### config.mk
export PLATFORM = sky130hd
export DESIGN_NAME = rgb_to_hsl
export DESIGN_NICKNAME = d
export VERILOG_FILES = /design/src/rtl/rth_pkg.sv /design/src/rtl/rth_front.sv /design/src/rtl/rth_div.sv /design/src/rtl/rgb_to_hsl.sv
export VERILOG_INCLUDE_DIRS = /design/src /design/src/rtl
export SDC_FILE = /design/constraint.sdc
export NUM_CORES = 1
export LEC_CHECK = 0
export BUFFER_PORTS_ARGS = -buffer_cell sky130_fd_sc_hd__buf_2
export CELL_PAD_IN_SITES_DETAIL_PLACEMENT = 0
export CELL_PAD_IN_SITES_GLOBAL_PLACEMENT = 1
export CORE_UTILIZATION = 35
export CTS_BUF_LIST = sky130_fd_sc_hd__clkbuf_4 sky130_fd_sc_hd__clkbuf_8 sky130_fd_sc_hd__clkbuf_16
export DETAILED_ROUTE_END_ITERATION = 10
export GPL_TIMING_DRIVEN = 0
export PLACE_DENSITY = 0.72
export REMOVE_ABC_BUFFERS = 1
export SKIP_CTS_REPAIR_TIMING = 1
export SLEW_MARGIN = 20
export SYNTH_ARGS = -nofsm -noshare
export SYNTH_HDL_FRONTEND = slang
export SYNTH_SLANG_ARGS = --single-unit
### constraint.sdc
create_clock -name clock -period 13.3 [get_ports clock]
set_input_delay 1.995 -clock clock [delete_from_list [all_inputs] [get_ports clock]]
set_output_delay 1.995 -clock clock [all_outputs]
set_load 0.01 [all_outputs]
### src/rtl/assert_macros.svh
// Assertion helpers used by rgb_to_hsl.sv.
`ifndef ASSERT_MACROS_SVH
`define ASSERT_MACROS_SVH

// Same-cycle implication, sampled on the rising clock, off during reset.
`define RTH_ASSERT_IMPL(label, ante, cons) \
   label: assert property (@(posedge clock) disable iff (reset) (ante) |-> (cons)) \
      else $error("rgb_to_hsl check failed");

// Next-cycle implication, sampled on the rising clock, off during reset.
`define RTH_ASSERT_NEXT(label, ante, cons) \
   label: assert property (@(posedge clock) disable iff (reset) (ante) |=> (cons)) \
      else $error("rgb_to_hsl check failed");

`endif

### src/rtl/rth_pkg.sv
`default_nettype none

package rth_pkg;

   // Divider datapath widths
   localparam int DIV_W     = 11;          // numerator and divisor bits
   localparam int REM_W     = DIV_W + 1;   // partial remainder after a shift
   localparam int Q_W       = 17;          // integer bit plus 16 fraction bits
   localparam int DIV_STEPS = Q_W;         // one quotient bit per step
   localparam int DIV_SPS   = 4;           // steps per register stage
   localparam int DIV_STAGES = (DIV_STEPS + DIV_SPS - 1) / DIV_SPS;

   // input reg + front stage + divisor stage + divider + output reg
   localparam int LATENCY = 3 + DIV_STAGES + 1;

   typedef struct packed {
      logic [7:0] red;
      logic [7:0] green;
      logic [7:0] blue;
   } pixel_type;

   typedef struct packed {
      logic [15:0] hue;
      logic [16:0] saturation;
      logic [16:0] lightness;
   } hsl_type;

   // Channel statistics handed from the front stage
   typedef struct packed {
      logic [8:0]       sum;
      logic [7:0]       spread;
      logic [DIV_W-1:0] hue_num;
      logic             gray;
   } front_type;

endpackage

`default_nettype wire

### src/rtl/rth_front.sv
`default_nettype none

module rth_front (
   input  wire logic               clock,
   input  wire logic               reset,
   input  wire logic               in_valid,
   input  wire rth_pkg::pixel_type in_pixel,
   output logic                    out_valid,
   output rth_pkg::front_type      out_stats
);

   logic [7:0]                mx;
   logic [7:0]                mn;
   logic [7:0]                spread;
   logic [rth_pkg::DIV_W-1:0] d_ext;
   logic [rth_pkg::DIV_W-1:0] r_ext;
   logic [rth_pkg::DIV_W-1:0] g_ext;
   logic [rth_pkg::DIV_W-1:0] b_ext;
   rth_pkg::front_type        stats_in;
   rth_pkg::front_type        stats_ff;
   logic                      valid_ff;

   // Find largest and smallest channel, then the hue numerator of the sector
   always_comb begin
      mx = in_pixel.red;
      mn = in_pixel.red;
      if (in_pixel.green > mx) mx = in_pixel.green;
      if (in_pixel.blue > mx) mx = in_pixel.blue;
      if (in_pixel.green < mn) mn = in_pixel.green;
      if (in_pixel.blue < mn) mn = in_pixel.blue;

      spread = mx - mn;
      d_ext  = {{(rth_pkg::DIV_W-8){1'b0}}, spread};
      r_ext  = {{(rth_pkg::DIV_W-8){1'b0}}, in_pixel.red};
      g_ext  = {{(rth_pkg::DIV_W-8){1'b0}}, in_pixel.green};
      b_ext  = {{(rth_pkg::DIV_W-8){1'b0}}, in_pixel.blue};

      stats_in.sum    = {1'b0, mx} + {1'b0, mn};
      stats_in.spread = spread;
      stats_in.gray   = (mx == mn);

      // Red wins ties over green, green over blue
      if (mx == in_pixel.red) begin
         if (in_pixel.green < in_pixel.blue) begin
            stats_in.hue_num = (d_ext << 2) + (d_ext << 1) - (b_ext - g_ext);
         end else begin
            stats_in.hue_num = g_ext - b_ext;
         end
      end else if (mx == in_pixel.green) begin
         stats_in.hue_num = (d_ext << 1) + b_ext - r_ext;
      end else begin
         stats_in.hue_num = (d_ext << 2) + r_ext - g_ext;
      end
   end

   always_ff @(posedge clock) begin
      if (reset) begin
         valid_ff <= 1'b0;
      end else begin
         valid_ff <= in_valid;
      end
   end

   always_ff @(posedge clock) begin
      stats_ff <= stats_in;
   end

   assign out_valid = valid_ff;
   assign out_stats = stats_ff;

endmodule

`default_nettype wire

### src/rtl/rth_div.sv
`default_nettype none

// Pipelined restoring divider: quo = floor(num * 2^16 / den), num <= den.
module rth_div (
   input  wire logic                      clock,
   input  wire logic [rth_pkg::DIV_W-1:0] num,
   input  wire logic [rth_pkg::DIV_W-1:0] den,
   output logic      [rth_pkg::Q_W-1:0]   quo
);

   localparam int STAGES = rth_pkg::DIV_STAGES;
   localparam int SPS    = rth_pkg::DIV_SPS;
   localparam int REM_W  = rth_pkg::REM_W;
   localparam int DIV_W  = rth_pkg::DIV_W;
   localparam int Q_W    = rth_pkg::Q_W;

   logic [REM_W-1:0] rem_ff [STAGES-1];
   logic [DIV_W-1:0] den_ff [STAGES-1];
   logic [Q_W-1:0]   quo_ff [STAGES];

   for (genvar s = 0; s < STAGES; s++) begin : g_stage
      logic [REM_W-1:0] rem_cur;
      logic [DIV_W-1:0] den_cur;
      logic [Q_W-1:0]   quo_cur;
      logic [REM_W-1:0] rem_in;
      logic [Q_W-1:0]   quo_in;

      if (s == 0) begin : g_first
         assign rem_cur = {1'b0, num};
         assign den_cur = den;
         assign quo_cur = '0;
      end else begin : g_next
         assign rem_cur = rem_ff[s-1];
         assign den_cur = den_ff[s-1];
         assign quo_cur = quo_ff[s-1];
      end

      // Resolve up to SPS quotient bits; the first step has no shift
      always_comb begin
         rem_in = rem_cur;
         quo_in = quo_cur;
         for (int j = 0; j < SPS; j++) begin
            if (s * SPS + j < rth_pkg::DIV_STEPS) begin
               if (s * SPS + j != 0) begin
                  rem_in = {rem_in[REM_W-2:0], 1'b0};
               end
               if (rem_in >= {1'b0, den_cur}) begin
                  rem_in = rem_in - {1'b0, den_cur};
                  quo_in = {quo_in[Q_W-2:0], 1'b1};
               end else begin
                  quo_in = {quo_in[Q_W-2:0], 1'b0};
               end
            end
         end
      end

      always_ff @(posedge clock) begin
         quo_ff[s] <= quo_in;
      end

      if (s < STAGES - 1) begin : g_carry
         always_ff @(posedge clock) begin
            rem_ff[s] <= rem_in;
            den_ff[s] <= den_cur;
         end
      end
   end

   assign quo = quo_ff[STAGES-1];

endmodule

`default_nettype wire

### src/rtl/rgb_to_hsl.sv
`default_nettype none

// Channel    Ports                      Beat taken when
// ---------  -------------------------  ----------------------------
// pixel in   start, busy, req_pixel     start high and busy low
// HSL out    rsp_valid, rsp_hsl         rsp_valid high (one cycle)
//
// One pixel enters every cycle; busy is never raised.
// Each result passes, after its pixel is taken, through the input register,
// channel stats, divisor set-up, five divider stages and the output register.
// The dividers resolve four quotient bits per stage, which sets the depth.
// Synchronous reset empties the pipeline; beats in flight are dropped.
// The receiver cannot stall, so the pipeline never holds.
`include "assert_macros.svh"

module rgb_to_hsl (
   input  wire logic               clock,
   input  wire logic               reset,
   input  wire logic               start,
   output logic                    busy,
   input  wire rth_pkg::pixel_type req_pixel,
   output logic                    rsp_valid,
   output rth_pkg::hsl_type        rsp_hsl
);

   localparam int DIV_W  = rth_pkg::DIV_W;
   localparam int STAGES = rth_pkg::DIV_STAGES;

   logic                 in_valid_ff;
   rth_pkg::pixel_type   pixel_ff;
   logic                 front_valid;
   rth_pkg::front_type   front_stats;
   logic                 den_valid_ff;
   logic                 den_gray_ff;
   logic [DIV_W-1:0]     hue_num_ff;
   logic [DIV_W-1:0]     hue_den_ff;
   logic [DIV_W-1:0]     sat_num_ff;
   logic [DIV_W-1:0]     sat_den_ff;
   logic [8:0]           sat_den_in;
   logic [DIV_W-1:0]     spread_ext;
   logic [15:0]          lit_base;
   logic [16:0]          lit_round;
   logic [16:0]          lit_in;
   logic [16:0]          lit_den_ff;
   logic                 div_valid_ff [STAGES];
   logic                 div_gray_ff  [STAGES];
   logic [16:0]          div_lit_ff   [STAGES];
   logic [rth_pkg::Q_W-1:0] hue_quo;
   logic [rth_pkg::Q_W-1:0] sat_quo;
   logic                 rsp_valid_ff;
   rth_pkg::hsl_type     rsp_hsl_ff;

   assign busy = 1'b0;

   // Capture the incoming pixel
   always_ff @(posedge clock) begin
      if (reset) begin
         in_valid_ff <= 1'b0;
      end else begin
         in_valid_ff <= start && !busy;
      end
   end

   always_ff @(posedge clock) begin
      pixel_ff <= req_pixel;
   end

   rth_front u_front (
      .clock     (clock),
      .reset     (reset),
      .in_valid  (in_valid_ff),
      .in_pixel  (pixel_ff),
      .out_valid (front_valid),
      .out_stats (front_stats)
   );

   // Set up divisors: saturation folds around mid-grey, hue spans six sectors
   assign sat_den_in = (front_stats.sum > 9'd255) ? (9'd510 - front_stats.sum)
                                                  : front_stats.sum;
   assign spread_ext = {{(DIV_W-8){1'b0}}, front_stats.spread};

   // Lightness: sum * 2^16 / 510 is 128 * sum plus floor(128 * sum / 255)
   assign lit_base  = {front_stats.sum, 7'd0};
   assign lit_round = {1'b0, lit_base} + 17'd1 + {9'd0, lit_base[15:8]};
   assign lit_in    = {1'b0, lit_base} + {8'd0, lit_round[16:8]};

   always_ff @(posedge clock) begin
      if (reset) begin
         den_valid_ff <= 1'b0;
      end else begin
         den_valid_ff <= front_valid;
      end
   end

   always_ff @(posedge clock) begin
      den_gray_ff <= front_stats.gray;
      hue_num_ff  <= front_stats.hue_num;
      hue_den_ff  <= (spread_ext << 2) + (spread_ext << 1);
      sat_num_ff  <= spread_ext;
      sat_den_ff  <= {{(DIV_W-9){1'b0}}, sat_den_in};
      lit_den_ff  <= lit_in;
   end

   rth_div u_div_hue (
      .clock (clock),
      .num   (hue_num_ff),
      .den   (hue_den_ff),
      .quo   (hue_quo)
   );

   rth_div u_div_sat (
      .clock (clock),
      .num   (sat_num_ff),
      .den   (sat_den_ff),
      .quo   (sat_quo)
   );

   // Carry valid and grey flags and lightness alongside the divider stages
   always_ff @(posedge clock) begin
      if (reset) begin
         for (int s = 0; s < STAGES; s++) begin
            div_valid_ff[s] <= 1'b0;
         end
      end else begin
         div_valid_ff[0] <= den_valid_ff;
         for (int s = 1; s < STAGES; s++) begin
            div_valid_ff[s] <= div_valid_ff[s-1];
         end
      end
   end

   always_ff @(posedge clock) begin
      div_gray_ff[0] <= den_gray_ff;
      div_lit_ff[0]  <= lit_den_ff;
      for (int s = 1; s < STAGES; s++) begin
         div_gray_ff[s] <= div_gray_ff[s-1];
         div_lit_ff[s]  <= div_lit_ff[s-1];
      end
   end

   // Register the result; grey pixels drop hue and saturation
   always_ff @(posedge clock) begin
      if (reset) begin
         rsp_valid_ff <= 1'b0;
      end else begin
         rsp_valid_ff <= div_valid_ff[STAGES-1];
      end
   end

   always_ff @(posedge clock) begin
      if (div_gray_ff[STAGES-1]) begin
         rsp_hsl_ff.hue        <= '0;
         rsp_hsl_ff.saturation <= '0;
      end else begin
         rsp_hsl_ff.hue        <= hue_quo[15:0];
         rsp_hsl_ff.saturation <= sat_quo;
      end
      rsp_hsl_ff.lightness <= div_lit_ff[STAGES-1];
   end

   assign rsp_valid = rsp_valid_ff;
   assign rsp_hsl   = rsp_hsl_ff;

   `RTH_ASSERT_IMPL(a_latency, start && !busy, ##(rth_pkg::LATENCY) rsp_valid)
   `RTH_ASSERT_NEXT(a_gray_zero, div_valid_ff[STAGES-1] && div_gray_ff[STAGES-1],
                    rsp_hsl.hue == 16'd0 && rsp_hsl.saturation == 17'd0)
   `RTH_ASSERT_IMPL(a_sat_range, rsp_valid,
                    rsp_hsl.saturation <= 17'd65536 && rsp_hsl.lightness <= 17'd65536)

endmodule

`default_nettype wire

==> flow_summary.toml <==
[synthesis]
synth_seq_cells = 520
seq_area_frac_synth_pct = 31.73
dominantRegCellSynth = "dfxtp_1"
synth_edf_count = 0
async_flop_share_pct = 0
yosysWarnings = 0
synth_area_um2 = 32810
synth_cell_type_count = 102
netlist_instances = 3652
avgSynthCellArea_um2 = 8.983

[setup_path]
cp_slowest_cell = "dfxtp_1"
critPathArrivalTime_ps = 12210
critPathLaunchType = "register"
critPathKind = "register to register"
crit_required_ps = 13820
crit_family = "compound AO/OA/AOI/OAI gates"
crit_buf_inv = 1
endpoint_kind = "register"
cpPeakStageDelay_ps = 970
path_common_cell = "o21ai_0"
critPathMaxFanout = 23

[timing]
max_freq_ghz = 0.08550
fin_ws_ps = 1605
hold_violations = 0
tightest_slew_ps = 1042
period_needed_ps = 11700
maxSlewHeadroom_pct = 30.45
fin_skew_ps = 48.97
fin_tns_setup_ps = 0
grt_setup_unrepaired = "false"
holdWs_ps = 283.2
setup_viol = 0
fin_crit_sh_pct = 87.94
drv_slew = 0

[routing]
firstDrtPassIters = 7
num_vias = 25000
via_per_inst = 4.979
drc = 0
avgRoutedWirePerCell_um = 15.13
drtIter0Drc = 1122
finalWirelength_mm = 75.95
ant_nets = 0

[floorplanning]
io_pins = 79
die_area_um2 = 94960
core_um2 = 92220
initial_core_util_pct = 35.57
rows = 111
die_h_um = 308.2
die_w_um = 308.2

[clock_tree]
htree_levels = 2
clkSlewWorstSetupHoldPaths_ps = 60
clock_sinks = 520
cts_buffers = 59
cts-root-buf = "clkbuf_16"
cts_tree = "done"
cts_buffer_depth = 3
clk_latency_ps = 660

[global_route]
antenna_found_initial = 0
grt-busiest-layer = "met2"
groute.layer.met1.usage_pct = 21.27
grt_overflow = 0
grt_max_degree = 34
grt_pass1_vias = 24580
gr-usage-met2_pct = 27.06
grt_pass1_wl_mm = 124.7
met3_usage_pct = 1.938
grt.total_usage_pct = 16.07

[placed_design]
dp_hpwl_mm = 59.04
place_congestion = 0.8540
port_buffers = 77
pre_cts_ws_ps = 1788

[final_layout]
num-nets-final = 4204
antenna_cells = 0
layout-drive-gt1-share_pct = 9.425
areaGrowthSynthToFinish_pct = 11.64
fillers = 9414

[min_path]
hp-class = "register to register"

[flow_run]
maxCapViolCount = 0

[run_status]
outcome = "finished, final reports clean"
==> per-layer routing <==
layer / share of wire (%) / wire, um / vias to the layer above
li1: - / - / 13060
met1: 49 / 36950 / 11480
met2: 46 / 34610 / 332
met3: 3.1 / 2323 / 117
met4: 2.7 / 2065 / 0
met5: 0 / 0 / -
==> worst register-to-register path, delay by kind of cell, from the launching register on <==
kind / cells / cell delay (ps)
AO/OA/AOI/OAI: 20 / 5420
adder cells (fa/ha/maj): 4 / 1420
buffers and inverters: 1 / 730
flip-flops: 1 / 970
multiplexers: 3 / 1240
AND/OR/NAND/NOR: 8 / 1790
==> per-stage QoR <==
stage / std cells / area, um2 / utilization [%]
after floorplan: 3581 / 32490 / -
after global placement: 4901 / 34440 / 37.34
after detailed placement: 4911 / 34580 / 37.49
after CTS: 5019 / 36620 / 39.71
after global routing: 5020 / 36630 / 39.72
final: 5020 / 36630 / 39.72
==> state kept, by name, indices dropped and copies added, names as in the netlist, 33 cells and up <==
| signal | flops |
|---|---|
| u_div_sat.quo_ff | 57 |
| u_div_hue.rem_ff | 40 |
| rsp_hsl | 50 |
| u_div_hue.quo_ff | 52 |
| div_lit_ff | 85 |
| u_div_hue.den_ff | 39 |
| u_div_sat.den_ff | 33 |
| u_div_sat.rem_ff | 44 |
==> kinds of logic after synthesis <==
family	synth area share, %
AOI/OAI and AO/OA	18.65
xor gates and xnor gates	7.368
adders and majority gates	17.85
buffers and inverters	4.268
DFF	31.73
muxes	6.030
other	0.02289
and+or+nand+nor	14.08
==> area by class of cell <==
cell class,count,area (um2),area share (%)
tap,1243,1555,4.246
multi-input combinational,2771,21050,57.47
inverter,290,1089,2.972
sequential,520,10410,28.43
clock buffer,72,1612,4.400
clock inverter,36,429.2,1.172
timing repair buffer,88,480.5,1.312
==> cells in the mapped netlist (8+ instances only) <==
| master | n | share of area, % |
|---|---|---|
| dfxtp_1 | 520 | 32 |
| ha_1 | 412 | 16 |
| inv_1 | 281 | 3.2 |
| a21oi_1 | 270 | 4.1 |
| nor2_1 | 256 | 2.9 |
| o21ai_0 | 199 | 3.0 |
| nand2_1 | 192 | 2.2 |
| xnor2_1 | 172 | 4.6 |
| a21o_1 | 130 | 3.0 |
| nor2b_1 | 117 | 2.2 |
| xor2_1 | 104 | 2.8 |
| mux2_2 | 93 | 3.2 |
| nand2b_1 | 67 | 1.3 |
| nor3_1 | 67 | 1.0 |
| mux2i_1 | 59 | 1.8 |
| o21a_1 | 55 | 1.3 |
| nand3_1 | 49 | 0.75 |
| clkbuf_1 | 47 | 0.54 |
| fa_1 | 35 | 2.1 |
| o21bai_1 | 35 | 0.80 |
| a211oi_1 | 32 | 0.73 |
| a31oi_1 | 31 | 0.59 |
| and2_1 | 27 | 0.51 |
| nand4_1 | 27 | 0.51 |
| mux2_1 | 25 | 0.86 |
| and3_1 | 23 | 0.44 |
| a21boi_0 | 20 | 0.46 |
| o21ai_1 | 18 | 0.27 |
| or3_1 | 18 | 0.34 |
| o31ai_1 | 16 | 0.37 |
| buf_2 | 15 | 0.23 |
| o211ai_1 | 15 | 0.34 |
| a221oi_1 | 12 | 0.32 |
| nor4_1 | 12 | 0.23 |
| o31a_1 | 12 | 0.32 |
| or2_2 | 12 | 0.23 |
| and4_1 | 11 | 0.29 |
| o221ai_1 | 10 | 0.27 |
| a2111oi_0 | 8 | 0.21 |
==> cells in the final DEF, fill, tap and decap left out, types with 49 or more instances in the layout <==
master / instances
mux2_2: 93
xor2_1: 104
o21ai_0: 199
mux2i_1: 59
dfxtp_1: 519
clkbuf_16: 59
buf_2: 81
nor3_1: 67
nor2_1: 256
o21a_1: 55
xnor2_1: 172
nand2_1: 192
nor2b_1: 117
inv_1: 281
nand2b_1: 67
nand3_1: 49
ha_1: 412
a21oi_1: 268
a21o_1: 130
==> worst paths after layout <==
kind                           start                 endpoint  slack, ps  cells past startpoint
min reg2reg  u_div_sat.quo_ff[2][11]  u_div_sat.quo_ff[3][15]        280                      0
max reg2reg   u_div_hue.den_ff[1][1]   u_div_hue.rem_ff[2][5]       1600                     36
min          u_div_sat.quo_ff[2][11]  u_div_sat.quo_ff[3][15]        280                      0
max           u_div_hue.den_ff[1][1]   u_div_hue.rem_ff[2][5]       1600                     36
Power is left out: the tool's default activity adds up to more than one toggle a clock period on the data nets, which glitch-free logic cannot reach.
